<file path="config.mk">
export PLATFORM = sky130hd
export DESIGN_NAME = utf8_text_field_validator_core
export DESIGN_NICKNAME = d
export VERILOG_FILES = /design/src/uvld_pkg.sv /design/src/uvld_byte_check.sv /design/src/utf8_text_field_validator_core.sv
export SDC_FILE = /design/constraint.sdc
export NUM_CORES = 1
export LEC_CHECK = 0
export CAP_MARGIN = 20
export CORE_MARGIN = 5
export CORE_UTILIZATION = 45
export CTS_CLUSTER_SIZE = 12
export DETAILED_ROUTE_END_ITERATION = 7
export DONT_BUFFER_PORTS = 1
export PLACE_DENSITY_LB_ADDON = 0.15
export SLEW_MARGIN = 20
export SYNTH_ARGS = -nofsm -noshare
export SYNTH_HDL_FRONTEND = slang
export SYNTH_SLANG_ARGS = --single-unit
export TNS_END_PERCENT = 50
</file>
<file path="constraint.sdc">
create_clock -name clk -period 4.8 [get_ports clk]
set_input_delay 0.24 -clock clk [delete_from_list [all_inputs] [get_ports clk]]
set_output_delay 0.24 -clock clk [all_outputs]
set_load 0.05 [all_outputs]
</file>
<file path="src/uvld_pkg.sv">
`timescale 1ns / 1ps
package uvld_pkg;

  localparam int unsigned LimitMaxDefault = 65535;
  localparam int unsigned CountW          = 17;
  localparam int unsigned MaxBytesW       = 16;
  localparam int unsigned CfgIdxW         = 1;
  localparam int unsigned CfgDataW        = 16;
  localparam logic [MaxBytesW-1:0] MaxBytesReset = 16'd255;

  typedef enum logic [CfgIdxW-1:0] {
    REG_MAX_BYTES   = 1'b0,
    REG_ALLOW_EMPTY = 1'b1
  } cfg_reg_t;

  typedef enum logic [1:0] {
    STATUS_OK        = 2'd0,
    STATUS_TOO_LONG  = 2'd1,
    STATUS_INVALID   = 2'd2,
    STATUS_BAD_UTF8  = 2'd3
  } status_t;

  typedef enum logic [2:0] {
    RULE_NONE   = 3'd0,
    RULE_E0_MIN = 3'd1,
    RULE_ED_MAX = 3'd2,
    RULE_F0_MIN = 3'd3,
    RULE_F4_MAX = 3'd4
  } rule_t;

  typedef struct packed {
    logic [CountW-1:0] byte_count;
    logic [1:0]        cont_left;
    rule_t             rule;
    logic              enc_bad;
    logic              rsv_seen;
  } field_state_t;

  localparam field_state_t FieldClear = '{
    byte_count: '0,
    cont_left:  2'd0,
    rule:       RULE_NONE,
    enc_bad:    1'b0,
    rsv_seen:   1'b0
  };

  typedef struct packed {
    logic [MaxBytesW-1:0] limit;
    logic                 allow_empty;
  } cfg_t;

endpackage

</file>
<file path="src/uvld_byte_check.sv">
`timescale 1ns / 1ps
module uvld_byte_check #(
  parameter int unsigned LIMIT_MAX = uvld_pkg::LimitMaxDefault
) (
  input  uvld_pkg::field_state_t st,
  input  uvld_pkg::cfg_t         cfg,
  input  logic [7:0]             data_byte,
  input  logic                   byte_present,
  input  logic                   last,
  output uvld_pkg::field_state_t st_nxt,
  output uvld_pkg::status_t      status
);
  import uvld_pkg::*;

  localparam logic [CountW-1:0] CountSat = CountW'(LIMIT_MAX + 1);

  field_state_t upd;
  logic         cont_ok;
  logic         enc_bad_end;

  always_comb begin
    upd = st;
    cont_ok = 1'b0;
    if (byte_present) begin
      if (st.byte_count < CountSat) begin
        upd.byte_count = st.byte_count + CountW'(1);
      end
      if (data_byte == 8'h00 || data_byte == 8'h0D || data_byte == 8'h0A ||
          data_byte == 8'h7C) begin
        upd.rsv_seen = 1'b1;
      end
      upd.rule = RULE_NONE;
      if (st.cont_left != 2'd0) begin
        cont_ok = (data_byte & 8'hC0) == 8'h80;
        case (st.rule)
          RULE_E0_MIN: cont_ok = cont_ok && (data_byte >= 8'hA0);
          RULE_ED_MAX: cont_ok = cont_ok && (data_byte < 8'hA0);
          RULE_F0_MIN: cont_ok = cont_ok && (data_byte >= 8'h90);
          RULE_F4_MAX: cont_ok = cont_ok && (data_byte < 8'h90);
          default:     cont_ok = cont_ok;
        endcase
        if (cont_ok) begin
          upd.cont_left = st.cont_left - 2'd1;
        end else begin
          upd.enc_bad   = 1'b1;
          upd.cont_left = 2'd0;
        end
      end else if ((data_byte & 8'h80) == 8'h00) begin
        upd.cont_left = 2'd0;
      end else if ((data_byte & 8'hE0) == 8'hC0) begin
        if (data_byte < 8'hC2) begin
          upd.enc_bad = 1'b1;
        end else begin
          upd.cont_left = 2'd1;
        end
      end else if ((data_byte & 8'hF0) == 8'hE0) begin
        upd.cont_left = 2'd2;
        if (data_byte == 8'hE0) begin
          upd.rule = RULE_E0_MIN;
        end else if (data_byte == 8'hED) begin
          upd.rule = RULE_ED_MAX;
        end
      end else if ((data_byte & 8'hF8) == 8'hF0) begin
        if (data_byte > 8'hF4) begin
          upd.enc_bad = 1'b1;
        end else begin
          upd.cont_left = 2'd3;
          if (data_byte == 8'hF0) begin
            upd.rule = RULE_F0_MIN;
          end else if (data_byte == 8'hF4) begin
            upd.rule = RULE_F4_MAX;
          end
        end
      end else begin
        upd.enc_bad = 1'b1;
      end
    end
  end

  assign enc_bad_end = upd.enc_bad || (upd.cont_left != 2'd0);

  always_comb begin
    if (upd.byte_count > {1'b0, cfg.limit}) begin
      status = STATUS_TOO_LONG;
    end else if (upd.byte_count == '0 && !cfg.allow_empty) begin
      status = STATUS_INVALID;
    end else if (enc_bad_end) begin
      status = STATUS_BAD_UTF8;
    end else if (upd.rsv_seen) begin
      status = STATUS_INVALID;
    end else begin
      status = STATUS_OK;
    end
  end

  assign st_nxt = last ? FieldClear : upd;

endmodule

</file>
<file path="src/utf8_text_field_validator_core.sv">
`timescale 1ns / 1ps
// Channel  Direction  Handshake                  Payload
// in       input      in_valid / in_ready        in_data_byte, in_byte_present, in_last
// out      output     out_valid / out_ready      out_status, out_field_length
// cfg      input      cfg_we                     cfg_index, cfg_wdata
//
// One word is taken per cycle while in_ready is high: it is registered, checked
// against the field state from the stage-1 register and, if it ends the field,
// its status word is registered at the output once stage 1 lets the word go.
// Synchronous active-low reset clears the field state and restores the register
// defaults. A stalled output holds up a last word and those after it; others go on.
module utf8_text_field_validator_core #(
  parameter int unsigned LIMIT_MAX = uvld_pkg::LimitMaxDefault
) (
  input  logic                            clk,
  input  logic                            rst_n,
  input  logic                            in_valid,
  output logic                            in_ready,
  input  logic [7:0]                      in_data_byte,
  input  logic                            in_byte_present,
  input  logic                            in_last,
  output logic                            out_valid,
  input  logic                            out_ready,
  output logic [1:0]                      out_status,
  output logic [uvld_pkg::CountW-1:0]     out_field_length,
  input  logic                            cfg_we,
  input  logic [uvld_pkg::CfgIdxW-1:0]    cfg_index,
  input  logic [uvld_pkg::CfgDataW-1:0]   cfg_wdata
);
  import uvld_pkg::*;

  localparam logic [MaxBytesW-1:0] LimitCap = MaxBytesW'(LIMIT_MAX);

  logic [MaxBytesW-1:0] max_bytes_r;
  logic                 allow_empty_r;
  cfg_t                 cfg;

  logic                 s1_valid_r;
  logic [7:0]           s1_byte_r;
  logic                 s1_present_r;
  logic                 s1_last_r;
  logic                 s1_go;

  field_state_t         st_r;
  field_state_t         st_nxt;
  status_t              status;

  logic                 out_valid_r;
  status_t              out_status_r;
  logic [CountW-1:0]    out_len_r;
  logic                 out_free;

  always_ff @(posedge clk) begin
    if (!rst_n) begin
      max_bytes_r   <= MaxBytesReset;
      allow_empty_r <= 1'b0;
    end else if (cfg_we) begin
      unique case (cfg_reg_t'(cfg_index))
        REG_MAX_BYTES:   max_bytes_r   <= cfg_wdata[MaxBytesW-1:0];
        REG_ALLOW_EMPTY: allow_empty_r <= cfg_wdata[0];
        default:         max_bytes_r   <= max_bytes_r;
      endcase
    end
  end

  assign cfg.limit       = (max_bytes_r < LimitCap) ? max_bytes_r : LimitCap;
  assign cfg.allow_empty = allow_empty_r;

  assign out_free = !out_valid_r || out_ready;
  assign s1_go    = s1_valid_r && (!s1_last_r || out_free);
  assign in_ready = !s1_valid_r || s1_go;

  always_ff @(posedge clk) begin
    if (!rst_n) begin
      s1_valid_r <= 1'b0;
    end else if (in_ready) begin
      s1_valid_r <= in_valid;
    end
  end

  always_ff @(posedge clk) begin
    if (in_ready && in_valid) begin
      s1_byte_r    <= in_data_byte;
      s1_present_r <= in_byte_present;
      s1_last_r    <= in_last;
    end
  end

  uvld_byte_check #(
    .LIMIT_MAX (LIMIT_MAX)
  ) u_check (
    .st           (st_r),
    .cfg          (cfg),
    .data_byte    (s1_byte_r),
    .byte_present (s1_present_r),
    .last         (s1_last_r),
    .st_nxt       (st_nxt),
    .status       (status)
  );

  always_ff @(posedge clk) begin
    if (!rst_n) begin
      st_r <= FieldClear;
    end else if (s1_go) begin
      st_r <= st_nxt;
    end
  end

  always_ff @(posedge clk) begin
    if (!rst_n) begin
      out_valid_r <= 1'b0;
    end else if (s1_go && s1_last_r) begin
      out_valid_r <= 1'b1;
    end else if (out_ready) begin
      out_valid_r <= 1'b0;
    end
  end

  // The count reported is the one after this word, taken before the clear.
  always_ff @(posedge clk) begin
    if (s1_go && s1_last_r) begin
      out_status_r <= status;
      out_len_r    <= (s1_present_r && st_r.byte_count < CountW'(LIMIT_MAX + 1))
                      ? st_r.byte_count + CountW'(1) : st_r.byte_count;
    end
  end

  assign out_valid        = out_valid_r;
  assign out_status       = out_status_r;
  assign out_field_length = out_len_r;

endmodule
</file>
==> run_results.csv, run 1 <==
group,metric,value,unit
critical_path,cp_common_cell,"and4_1",
synthesis,syn-cell-area,4130,um2
cells_and_area,drive_gt1_share,5.88,%
pwr,power.switching,319,uW
synthesis,yosysTopAreaCell,"edfxtp_1",
pwr,sw_frac_of_total,23.5,%
pwr,pwr-share-seq,50.2,%
global_routing,grt_pass1_wl,16.2,mm
cells_and_area,diodes,0,
detailed_routing,vias,3293,
sta,rsz0062_at_grt,"false",
critical_path,crit_buf_inv,0,
cells_and_area,nNetsFinal,505,
synthesis,ys_ff_latch,72,
detailed_routing,wl_per_cell,16.9,um
global_routing,overflow,0,
placed_design,place_congestion,0.882,
sta,fmax,274,MHz
run,max_cap_violations,0,
critical_path,worst-path-max-fanout,24,
sta,period_needed,3.64,ns
floorplan,core_area,9110,um2
global_routing,track_usage,18.0,%
critical_path,critPathLaunchType,"register",
critical_path,cp_data_arrival_time,3.73,ns
sta,skew,0.00916,ns
synthesis,synth.avg_cell_area,9.03,um2
sta,setup-tns-final,0,ns
critical_path,path_cells,"nand2b_1, nor3_2, and4_1, xor2_1, ha_1, and4_1, and3_1, a31oi_1, nand2_1, o21ai_0, a21oi_1",
detailed_routing,wl,9.62,mm
critical_path,end_kind,"register",
sta,slew_headroom,32.3,%
detailed_routing,via_per_inst,5.78,
synthesis,synth_flop_cell,"dfxtp_1",
floorplan,rows,35,
synthesis,yosysMostFrequentCell,"nand2_1",
synthesis,synth_common_cells,"nand2_1, dfxtp_1, edfxtp_1, inv_1, xnor2_1",
pwr,p_clk_share,43.4,%
synthesis,synth_edf_count,29,
critical_path,critPathTopFamily,"simple AND/OR/NAND/NOR gates",
clock_network,root_buffer,"clkbuf_8",
synthesis,synthArstFlopShare,0,%
detailed_routing,firstDrtPassIters,6,
detailed_routing,drc,0,
floorplan,die_area,11200,um2
critical_path,worstSetupPathType,"register to register",
global_routing,antenna_found_initial,0,
floorplan,fp.dieW,106,um
clock_network,numCtsBuffers,9,
min_path,hold_path_class,"primary input to register",
clock_network,clk_pin_slew,0.08,ns
clock_network,clk_latency,0.35,ns
sta,fin_hold_ws,0.0228,ns
run_status,status,"completed",
cells_and_area,ff_latch_area,1730,um2
sta,setup_violations,0,
placed_design,port_buffers,0,
cells_and_area,multi_input_area,2170,um2
sta,report.final.slew_viol_count,0,
critical_path,crit_path_top_delay_cell,"edfxtp_1",
sta,worstMarginPinSlew,1.01,ns
detailed_routing,ant_nets,0,
sta,min_period_over_period,75.9,%
synthesis,yosysWarnings,0,
clock_network,clockBufferDepth,2,
clock_network,cts_max_level,3,
cells_and_area,fillers,872,
sta,hold_viol_final,0,
floorplan,ioPinCount,53,
pwr,peakVddDrop,0.000188,V
synthesis,synthDistinctLibCells,61,
synthesis,synth_fp_nets,508,
synthesis,synth_cells,457,
critical_path,worst-path-stages,11,
global_routing,grt_pass1_vias,3144,
pwr,p_leak,1.74,nW
global_routing,grt_max_degree,36,
synthesis,synth_top_area_share,21.1,%
clock_network,clock_sinks,72,
pwr,power.density,300,nW/um2
pwr,pwr-share-comb,6.4,%
floorplan,initial_utilization,45.3,%
detailed_routing,drt-initial-drc-count,210,
critical_path,cp.required,4.89,ns
floorplan,die_h,106,um
min_path,worstHoldPathCells,2,
clock_network,cts_tree,"done",
placed_design,hpwl,6.92,mm
critical_path,slowest_delay,0.83,ns
cells_and_area,syn_to_final_growth,9.64,%
synthesis,synthTopCellsByArea,"edfxtp_1, dfxtp_1, nand2_1, ha_1, xnor2_1",
pwr,intPower,1.04,mW
critical_path,rr_worst_depth,11,
synthesis,synth_seq_area_share,42.0,%
==> flip-flops by register name (all words and copies together), names as in the netlist <==
name / count
s1_valid_r: 1
s1_byte_r: 8
out_field_length: 17
s1_present_r: 1
out_status: 2
allow_empty_r: 1
out_valid: 1
st_r: 24
s1_last_r: 1
max_bytes_r: 16
==> power by group through the flow <==
stage	sequential, mW	clock, mW	combinational, mW
floorplan	0.685	0	0.0692
global placement	0.694	0	0.0761
detailed placement	0.695	0	0.0767
CTS	0.681	0.598	0.0865
global route	0.684	0.626	0.0985
finish	0.681	0.588	0.0867
==> placed cells by master, fill, tap and decap left out, drive strengths merged, types with 5 or more instances in the layout <==
cell         netlist  routed
and2               6       6
and3               5       5
nor4               6       6
nor2              21      21
o21ai             20      20
nand2             65      65
ha                19      19
a21oi             13      13
or3                5       5
inv               26      26
edfxtp            29      29
clkbuf            21       9
and4               5       5
nor2b             17      17
a22oi             12      12
nor3               7       7
o211ai             7       7
nand4b             7       7
xor2               6       6
dlygate4sd3        0      13
a21boi            15      15
xnor2             25      25
dfxtp             43      43
a31oi              6       6
nand4              7       7
nand3             11      11
==> stage by stage <==
stage / total power, mW / area, um2 / util, % / worst slack [ns] / std cells
after floorplan: 0.754 / 4130 / - / 2.06 / 457
after global placement: 0.770 / 4150 / 45.6 / 1.36 / 541
after detailed placement: 0.772 / 4150 / 45.6 / 1.21 / 541
after CTS: 1.37 / 4510 / 49.6 / 1.19 / 569
after global routing: 1.41 / 4520 / 49.7 / 0.806 / 570
final: 1.36 / 4520 / 49.7 / 1.16 / 570
==> worst register-to-register path, delay by kind of cell (launching register included) <==
family                   cells  cell delay [ns]
AND/OR/NAND/NOR              6             1.49
AO/OA/AOI/OAI                3             0.63
XOR/XNOR                     1             0.17
flip-flops                   1             0.83
adder cells (fa/ha/maj)      1             0.27
==> cells by family after synthesis <==
family                   synth area share [%]
AND/OR/NAND/NOR                          24.7
buffers and inverters                    5.34
adder cells (fa/ha/maj)                  5.76
flip-flops                               42.0
AO/OA/AOI/OAI                            15.4
XOR/XNOR                                 6.58
multiplexers                            0.243
==> area by class of cell <==
type	count	area share (%)
Sequential cell	72	38.3
Inverter	26	2.16
Multi-Input combinational cell	331	48.1
Clock inverter	7	2.65
Clock buffer	9	2.74
Timing Repair Buffer	14	3.04
Tap cell	111	3.07
==> timing repair <==
| item | in CTS | in global routing |
|---|---|---|
| resized for setup | 0 | 0 |
| hold buffers | 12 | 1 |
| setup buffers | 0 | 0 |
| endpoints found under the hold margin | 19 | 1 |
==> routing by layer <==
metal / wire [um] / part of all wire (%) / vias to the layer above / GRT usage [%]
met3: 560 / 5.8 / 14 / 4.84
met5: 0 / 0 / - / 0
li1: - / - / 1631 / -
met4: 196 / 2.0 / 0 / 6.01
met2: 3980 / 41 / 110 / 25.5
met1: 4890 / 51 / 1538 / 26.4
==> path summary, 6_finish.rpt <==
check,from,to,slack (ns)
min reg2reg,max_bytes_r[13]$_SDFFE_PN0P_,max_bytes_r[13]$_SDFFE_PN0P_,0.47
min,cfg_wdata[0],max_bytes_r[0]$_SDFFE_PN1P_,0.02
max reg2reg,s1_present_r$_DFFE_PP_,out_status[1]$_SDFFCE_PN0P_,1.16
max,s1_present_r$_DFFE_PP_,out_status[1]$_SDFFCE_PN0P_,1.16
Note: power is estimated with default switching activity, not from simulation.
==> run 2: changes to the inputs <==
--- a/config.mk
+++ b/config.mk
@@ -5,6 +5,7 @@
 export SDC_FILE = /design/constraint.sdc
 export NUM_CORES = 1
 export LEC_CHECK = 0
+export ABC_AREA = 1
 export CAP_MARGIN = 20
 export CORE_MARGIN = 5
 export CORE_UTILIZATION = 45
==> constraint.sdc (replaced) <==
create_clock -name clk -period 3.1 [get_ports clk]
set_input_delay 0.155 -clock clk [delete_from_list [all_inputs] [get_ports clk]]
set_output_delay 0.155 -clock clk [all_outputs]
set_load 0.05 [all_outputs]
==> run 2 against run 1 <==
  * Sequential power up 54%
  * Clock power rose by 52%
  * Sequential share of layout area down 0.078 points
  * Synthesized area shrank 4.5%
  * Design area is 0.28% higher
  * Combinational power rose by 100%
  * Non-clock buffer count up 15
  * Via count up 4.0%
  * Total power is 56% higher
  * Critical endpoint unchanged
  * Worst hold slack worse by 0.018 ns
  * Largest power group unchanged
  * Fmax grew 32%
==> run_results.csv, run 2 <==
group,metric,value,unit
sta,report.final.slew_viol_count,0,
critical_path,cp_data_arrival_time,2.87,ns
clock_network,cts_max_level,3,
detailed_routing,wl_met1,4.56,mm
global_routing,overflow,0,
detailed_routing,drc,0,
critical_path,cp.required,3.21,ns
clock_network,clk_latency,0.36,ns
cells_and_area,nNetsFinal,599,
floorplan,initial_utilization,45.7,%
synthesis,yosysTopAreaCell,"edfxtp_1",
sta,min_period_over_period,88.9,%
placed_design,place_congestion,0.882,
run,max_cap_violations,0,
synthesis,synth_seq_area_share,43.9,%
synthesis,synthTopCellsByArea,"edfxtp_1, dfxtp_1, nand2_1, inv_1, ha_1",
sta,period_needed,2.76,ns
cells_and_area,diodes,0,
synthesis,synth.avg_cell_area,7.57,um2
clock_network,post_cts_buffers,0,
floorplan,rows,34,
synthesis,syn-cell-area,3940,um2
global_routing,grt_pass1_wl,16.2,mm
pwr,peakVddDrop,0.000210,V
global_routing,grt_max_degree,27,
synthesis,yosysMostFrequentCell,"nand2_1",
detailed_routing,drt-initial-drc-count,163,
cells_and_area,largest_reg_flops,24,
detailed_routing,ant_nets,0,
critical_path,end_kind,"register",
sta,fmax,363,MHz
detailed_routing,via_per_inst,5.18,
cells_and_area,layout.cells.non_filler,661,
detailed_routing,route.met3.wl,430,um
critical_path,worstSetupPathType,"register to register",
sta,hold_viol_final,0,
floorplan,die_h,104,um
pwr,power.density,466,nW/um2
detailed_routing,wl_met2,4.71,mm
placed_design,hpwl,7.26,mm
cells_and_area,regMostFlops,"st_r",
placed_design,dpl.cell_count,622,
detailed_routing,wl_per_cell,14.9,um
sta,setup_violations,0,
sta,skew,0.00792,ns
synthesis,ys_ff_latch,72,
cells_and_area,syn_to_final_growth,15.1,%
cells_and_area,fillers,821,
synthesis,synth_fp_nets,572,
detailed_routing,firstDrtPassIters,4,
floorplan,core_area,8640,um2
clock_network,cts_tree,"done",
floorplan,die_area,10700,um2
sta,slew_headroom,34.5,%
synthesis,synthDistinctLibCells,33,
sta,rsz0062_at_grt,"false",
synthesis,synthArstFlopShare,0,%
global_routing,track_usage,18.6,%
clock_network,numCtsBuffers,9,
pwr,p_leak,2.06,nW
clock_network,clk_pin_slew,0.08,ns
cells_and_area,layout_common_cells,"nand2_1, inv_1, a21oi_1",
detailed_routing,wl,9.83,mm
cells_and_area,layout_commonest_cell,"nand2_1",
detailed_routing,vias,3424,
synthesis,synth_edf_count,29,
synthesis,synth_top_area_share,22.1,%
cells_and_area,drive_gt1_share,7.59,%
pwr,total_power,2.11,mW
global_routing,grt_pass1_vias,3245,
floorplan,fp.dieW,104,um
critical_path,worst-path-max-fanout,5,
synthesis,synth_flop_cell,"dfxtp_1",
run_status,status,"completed",
clock_network,root_buffer,"clkbuf_8",
synthesis,yosysWarnings,0,
sta,setup-tns-final,0,ns
synthesis,synth_cells,521,
placed_design,port_buffers,0,
global_routing,antenna_found_initial,0,
min_path,hold_path_class,"primary input to register",
clock_network,clock_sinks,72,
detailed_routing,top_layer,"met4",
clock_network,clockBufferDepth,2,
critical_path,critPathLaunchType,"register",
floorplan,ioPinCount,53,
synthesis,synth_common_cells,"nand2_1, inv_1, a21oi_1, dfxtp_1, nor2_1",
sta,worstMarginPinSlew,0.981,ns
[run 2: cell types whose count changed after synthesis, moves of 20 or more]
cell / previous run / this run
nor2_1: 21 / 41
nand3_1: 11 / 38
xnor2_1: 25 / 0
nand2_1: 64 / 145
a21oi_1: 13 / 43
inv_1: 26 / 72
[run 2: worst max-delay path: stages, from the launching register on]
cell and delay (ns):
dfxtp_1 0.39, ha_2 0.23, nand2_1 0.09, nor2_4 0.19, nand2_4 0.11, nor3_2 0.15, nand3_1 0.09, nand2_1 0.12
inv_1 0.07, ha_1 0.31, nand4_1 0.14, nor2_1 0.19, nand3_1 0.09, o211ai_1 0.17, nand2_1 0.09, inv_1 0.06
nor2_1 0.04
[run 2: cell type report]
| type | instances | area, um2 | share of cell area, % |
|---|---|---|---|
| Clock inverter | 7 | 110 | 2.43 |
| Timing Repair Buffer | 29 | 275 | 6.07 |
| Inverter | 74 | 278 | 6.12 |
| Clock buffer | 9 | 124 | 2.73 |
| Tap cell | 108 | 135 | 2.98 |
| Multi-Input combinational cell | 362 | 1880 | 41.5 |
| Sequential cell | 72 | 1730 | 38.2 |
[run 2: routing by layer]
metal | track usage [%] | up-vias
met2 | 31.1 | 82
met4 | 5.06 | 0
met1 | 24.0 | 1567
li1 | - | 1765
met3 | 4.23 | 10
met5 | 0 | -
[run 2: final timing paths]
check	startpoint	endpoint	slack, ns	depth (start not counted)
min	cfg_wdata[15]	max_bytes_r[15]$_SDFFE_PN0P_	0.005	2
max reg2reg	st_r[8]$_SDFFE_PN0P_	out_status[1]$_SDFFCE_PN0P_	0.34	16
max	st_r[8]$_SDFFE_PN0P_	out_status[1]$_SDFFCE_PN0P_	0.34	16
min reg2reg	max_bytes_r[10]$_SDFFE_PN0P_	max_bytes_r[10]$_SDFFE_PN0P_	0.47	2
[run 2: logic make-up (layout without fill, tap and decap cells)]
group           after synthesis  after routing  synth area share, %
compound gates               76             76                 10.7
xor+xnor                      3              3                 1.05
fa+ha+maj                    19             19                 6.03
buf+inv                      87            119                 8.41
flops                        72             72                 43.9
simple gates                264            264                 29.9
[run 2: repair_timing]
item,in CTS,in global routing
hold buffers,23,0
endpoints found under the setup margin,0,2
gates resized for setup,0,2
hold endpoints to repair,29,0
[run 2: per-stage QoR]
stage / setup WS, ns / area, um2 / hold WS (ns) / util (%)
detailed placement: 0.326 / 4070 / 0.249 / 47.1
global route: 0.0290 / 4540 / 0.000925 / 52.5
floorplan: 0.665 / 3940 / 0.254 / -
global placement: 0.383 / 4070 / 0.249 / 47.1
CTS: 0.301 / 4530 / 0.00293 / 52.5
finish: 0.343 / 4540 / 0.00452 / 52.5
[run 2: power breakdown]
part | switching [mW] | internal [mW] | total, mW
clock network | 0.364 | 0.528 | 0.892
logic | 0.112 | 0.0637 | 0.176
registers | 0.0309 | 1.01 | 1.05
==> run 3: changes to the inputs <==
--- a/config.mk
+++ b/config.mk
@@ -12,7 +12,6 @@
 export CTS_CLUSTER_SIZE = 12
 export DETAILED_ROUTE_END_ITERATION = 7
 export DONT_BUFFER_PORTS = 1
-export PLACE_DENSITY_LB_ADDON = 0.15
 export SLEW_MARGIN = 20
 export SYNTH_ARGS = -nofsm -noshare
 export SYNTH_HDL_FRONTEND = slang
==> run 3 against run 2 <==
  * Combinational power hardly changed
  * Fmax decreased by 1.1%
  * Critical path depth is 1 higher
  * Clock power fell by 28%
  * Global-route usage barely moved
  * Wire length is 1.7% lower
  * Non-clock buffer count is 5 higher
  * Register-to-register slack got worse by 0.03 ns
  * Total power fell by 11%
  * First-iteration DRC count grew 6.1%
  * Critical endpoint is now out_status[0]$_SDFFCE_PN1P_
  * Largest cell class unchanged
  * Largest power group unchanged
==> run_results.csv, run 3 (synthesis gave the netlist of run 2 again) <==
group,metric,value,unit
run_status,status,"completed",
clock_network,clockBufferDepth,2,
floorplan,initial_utilization,45.7,%
sta,skew,0.00878,ns
global_routing,grt_pass1_vias,3331,
clock_network,root_buffer,"clkbuf_8",
sta,min_period_over_period,89.9,%
cells_and_area,syn_to_final_growth,14.5,%
sta,report.final.slew_viol_count,0,
min_path,hold_path_class,"primary input to register",
critical_path,cp-startpoint,"st_r[7]$_SDFFE_PN0P_",
detailed_routing,drc,0,
floorplan,die_h,104,um
detailed_routing,wl_per_cell,14.5,um
clock_network,clk_pin_slew,0.07,ns
critical_path,r2r_slack,0.31,ns
cells_and_area,fin_util,52.3,%
cells_and_area,largest_reg_flops,24,
critical_path,r2r-end,"out_status[0]$_SDFFCE_PN1P_",
cells_and_area,regMostFlops,"st_r",
cells_and_area,layout_common_cells,"nand2_1, inv_1, a21oi_1, dfxtp_1, nor2_1",
sta,fmax,359,MHz
clock_network,cts_tree,"done",
detailed_routing,via_per_inst,5.13,
sta,setup-tns-final,0,ns
critical_path,worstSetupPathType,"register to register",
clock_network,clock_sinks,72,
floorplan,ioPinCount,53,
placed_design,port_buffers,0,
global_routing,grt.met1_usage,23.6,%
floorplan,fp.dieW,104,um
detailed_routing,firstDrtPassIters,4,
floorplan,core_area,8640,um2
clock_network,numCtsBuffers,9,
detailed_routing,wl,9.67,mm
cells_and_area,diodes,0,
sta,period_needed,2.79,ns
sta,slew_headroom,41.5,%
cells_and_area,drive_gt1_share,7.17,%
floorplan,die_area,10700,um2
run,max_cap_violations,0,
critical_path,r2r-start,"st_r[7]$_SDFFE_PN0P_",
critical_path,cp_data_arrival_time,2.89,ns
sta,worstMarginPinSlew,0.877,ns
detailed_routing,vias,3418,
sta,hold_viol_final,0,
sta,setup_violations,0,
global_routing,antenna_found_initial,0,
cells_and_area,nNetsFinal,604,
min_path,worstHoldPathCells,2,
global_routing,grt_max_degree,27,
global_routing,overflow,0,
clock_network,clk_latency,0.36,ns
clock_network,cts_max_level,3,
detailed_routing,drt-initial-drc-count,173,
critical_path,worst-path-max-fanout,6,
placed_design,place_congestion,0.881,
pwr,peakVddDrop,0.000181,V
global_routing,grt_pass1_wl,16.4,mm
pwr,power.density,414,nW/um2
global_routing,grtUsageMet3,3.42,%
cells_and_area,fillers,813,
placed_design,hpwl,7.21,mm
global_routing,use_met2,30.2,%
cells_and_area,layout_commonest_cell,"nand2_1",
critical_path,cp.required,3.20,ns
critical_path,critPathLaunchType,"register",
global_routing,grt_busiest_layer,"met2",
floorplan,rows,34,
detailed_routing,ant_nets,0,
critical_path,end_kind,"register",
critical_path,cp-endpoint,"out_status[0]$_SDFFCE_PN1P_",
sta,rsz0062_at_grt,"false",
critical_path,rr_worst_depth,17,
pwr,p_leak,2.06,nW
global_routing,track_usage,18.6,%
==> run 3: changes by cell type in the layout (fill, tap and decap cells not counted), moves of 2 or more <==
cell           delta
clkinv_2          +3
bufinv_16         -3
clkbuf_1          +2
dlygate4sd3_1     +5
clkinv_1          -2
==> run 3: critical path, cell delays in order (launching register included) <==
cell	delay, ns
dfxtp_1	0.42
ha_1	0.24
nand2_1	0.10
nor2_4	0.17
nand2_4	0.10
nor3_2	0.14
nand3_1	0.09
nand2_1	0.11
inv_1	0.06
ha_1	0.30
nand2_1	0.08
nor2_1	0.04
a211oi_1	0.21
nor2_1	0.06
nor2_1	0.10
o211ai_1	0.10
nand2_1	0.09
nand2_1	0.09
==> run 3: worst min-delay path by stage <==
stage / start / to / slack (ns)
after global placement: rst_n / max_bytes_r[0]$_SDFFE_PN1P_ / 0.25
after detailed placement: rst_n / max_bytes_r[0]$_SDFFE_PN1P_ / 0.25
final: cfg_wdata[11] / max_bytes_r[11]$_SDFFE_PN0P_ / 0.02
after CTS: cfg_wdata[11] / max_bytes_r[11]$_SDFFE_PN0P_ / 0.02
after global routing: cfg_wdata[11] / max_bytes_r[11]$_SDFFE_PN0P_ / 0.04
after floorplan: in_data_byte[0] / s1_byte_r[0]$_DFFE_PP_ / 0.25
==> run 3: metrics by stage <==
| stage | std cells | hold WS (ns) | area, um2 | power [mW] | worst slack (ns) |
|---|---|---|---|---|---|
| 6_report | 666 | 0.0221 | 4510 | 1.87 | 0.314 |
| 3_5_place_dp | 622 | 0.251 | 4070 | 1.22 | 0.329 |
| 5_1_grt | 666 | 0.0376 | 4510 | 1.96 | 0.0396 |
| 4_1_cts | 666 | 0.0151 | 4510 | 1.89 | 0.314 |
| 3_3_place_gp | 622 | 0.248 | 4070 | 1.21 | 0.380 |
| 2_1_floorplan | 521 | 0.254 | 3940 | 1.18 | 0.665 |
==> run 3: power by group <==
part	switching (mW)	internal [mW]	total, mW
Sequential	0.0306	1.01	1.05
Clock	0.339	0.307	0.646
Combinational	0.111	0.0677	0.179
==> run 3: repair_timing <==
action / CTS / global route
setup endpoints to repair: 0 / 0
hold endpoints to repair: 29 / 0
setup buffers: 0 / 0
gates resized for setup: 0 / 0
hold buffers: 28 / 0
==> run 3: cell type report <==
class / instances / area, um2 / area share [%]
flip-flops and latches: 72 / 1730 / 38.4
repair buffers: 34 / 325 / 7.21
inverters: 74 / 278 / 6.15
multi-input cells: 362 / 1880 / 41.6
clock inverters: 4 / 20.0 / 0.443
well taps: 108 / 135 / 2.99
clock buffers: 12 / 145 / 3.22
==> run 3: layer usage <==
layer | wire length (um) | vias up
met5 | 0 | -
met1 | 4480 | 1567
li1 | - | 1770
met4 | 142 | 0
met3 | 381 | 9
met2 | 4660 | 72
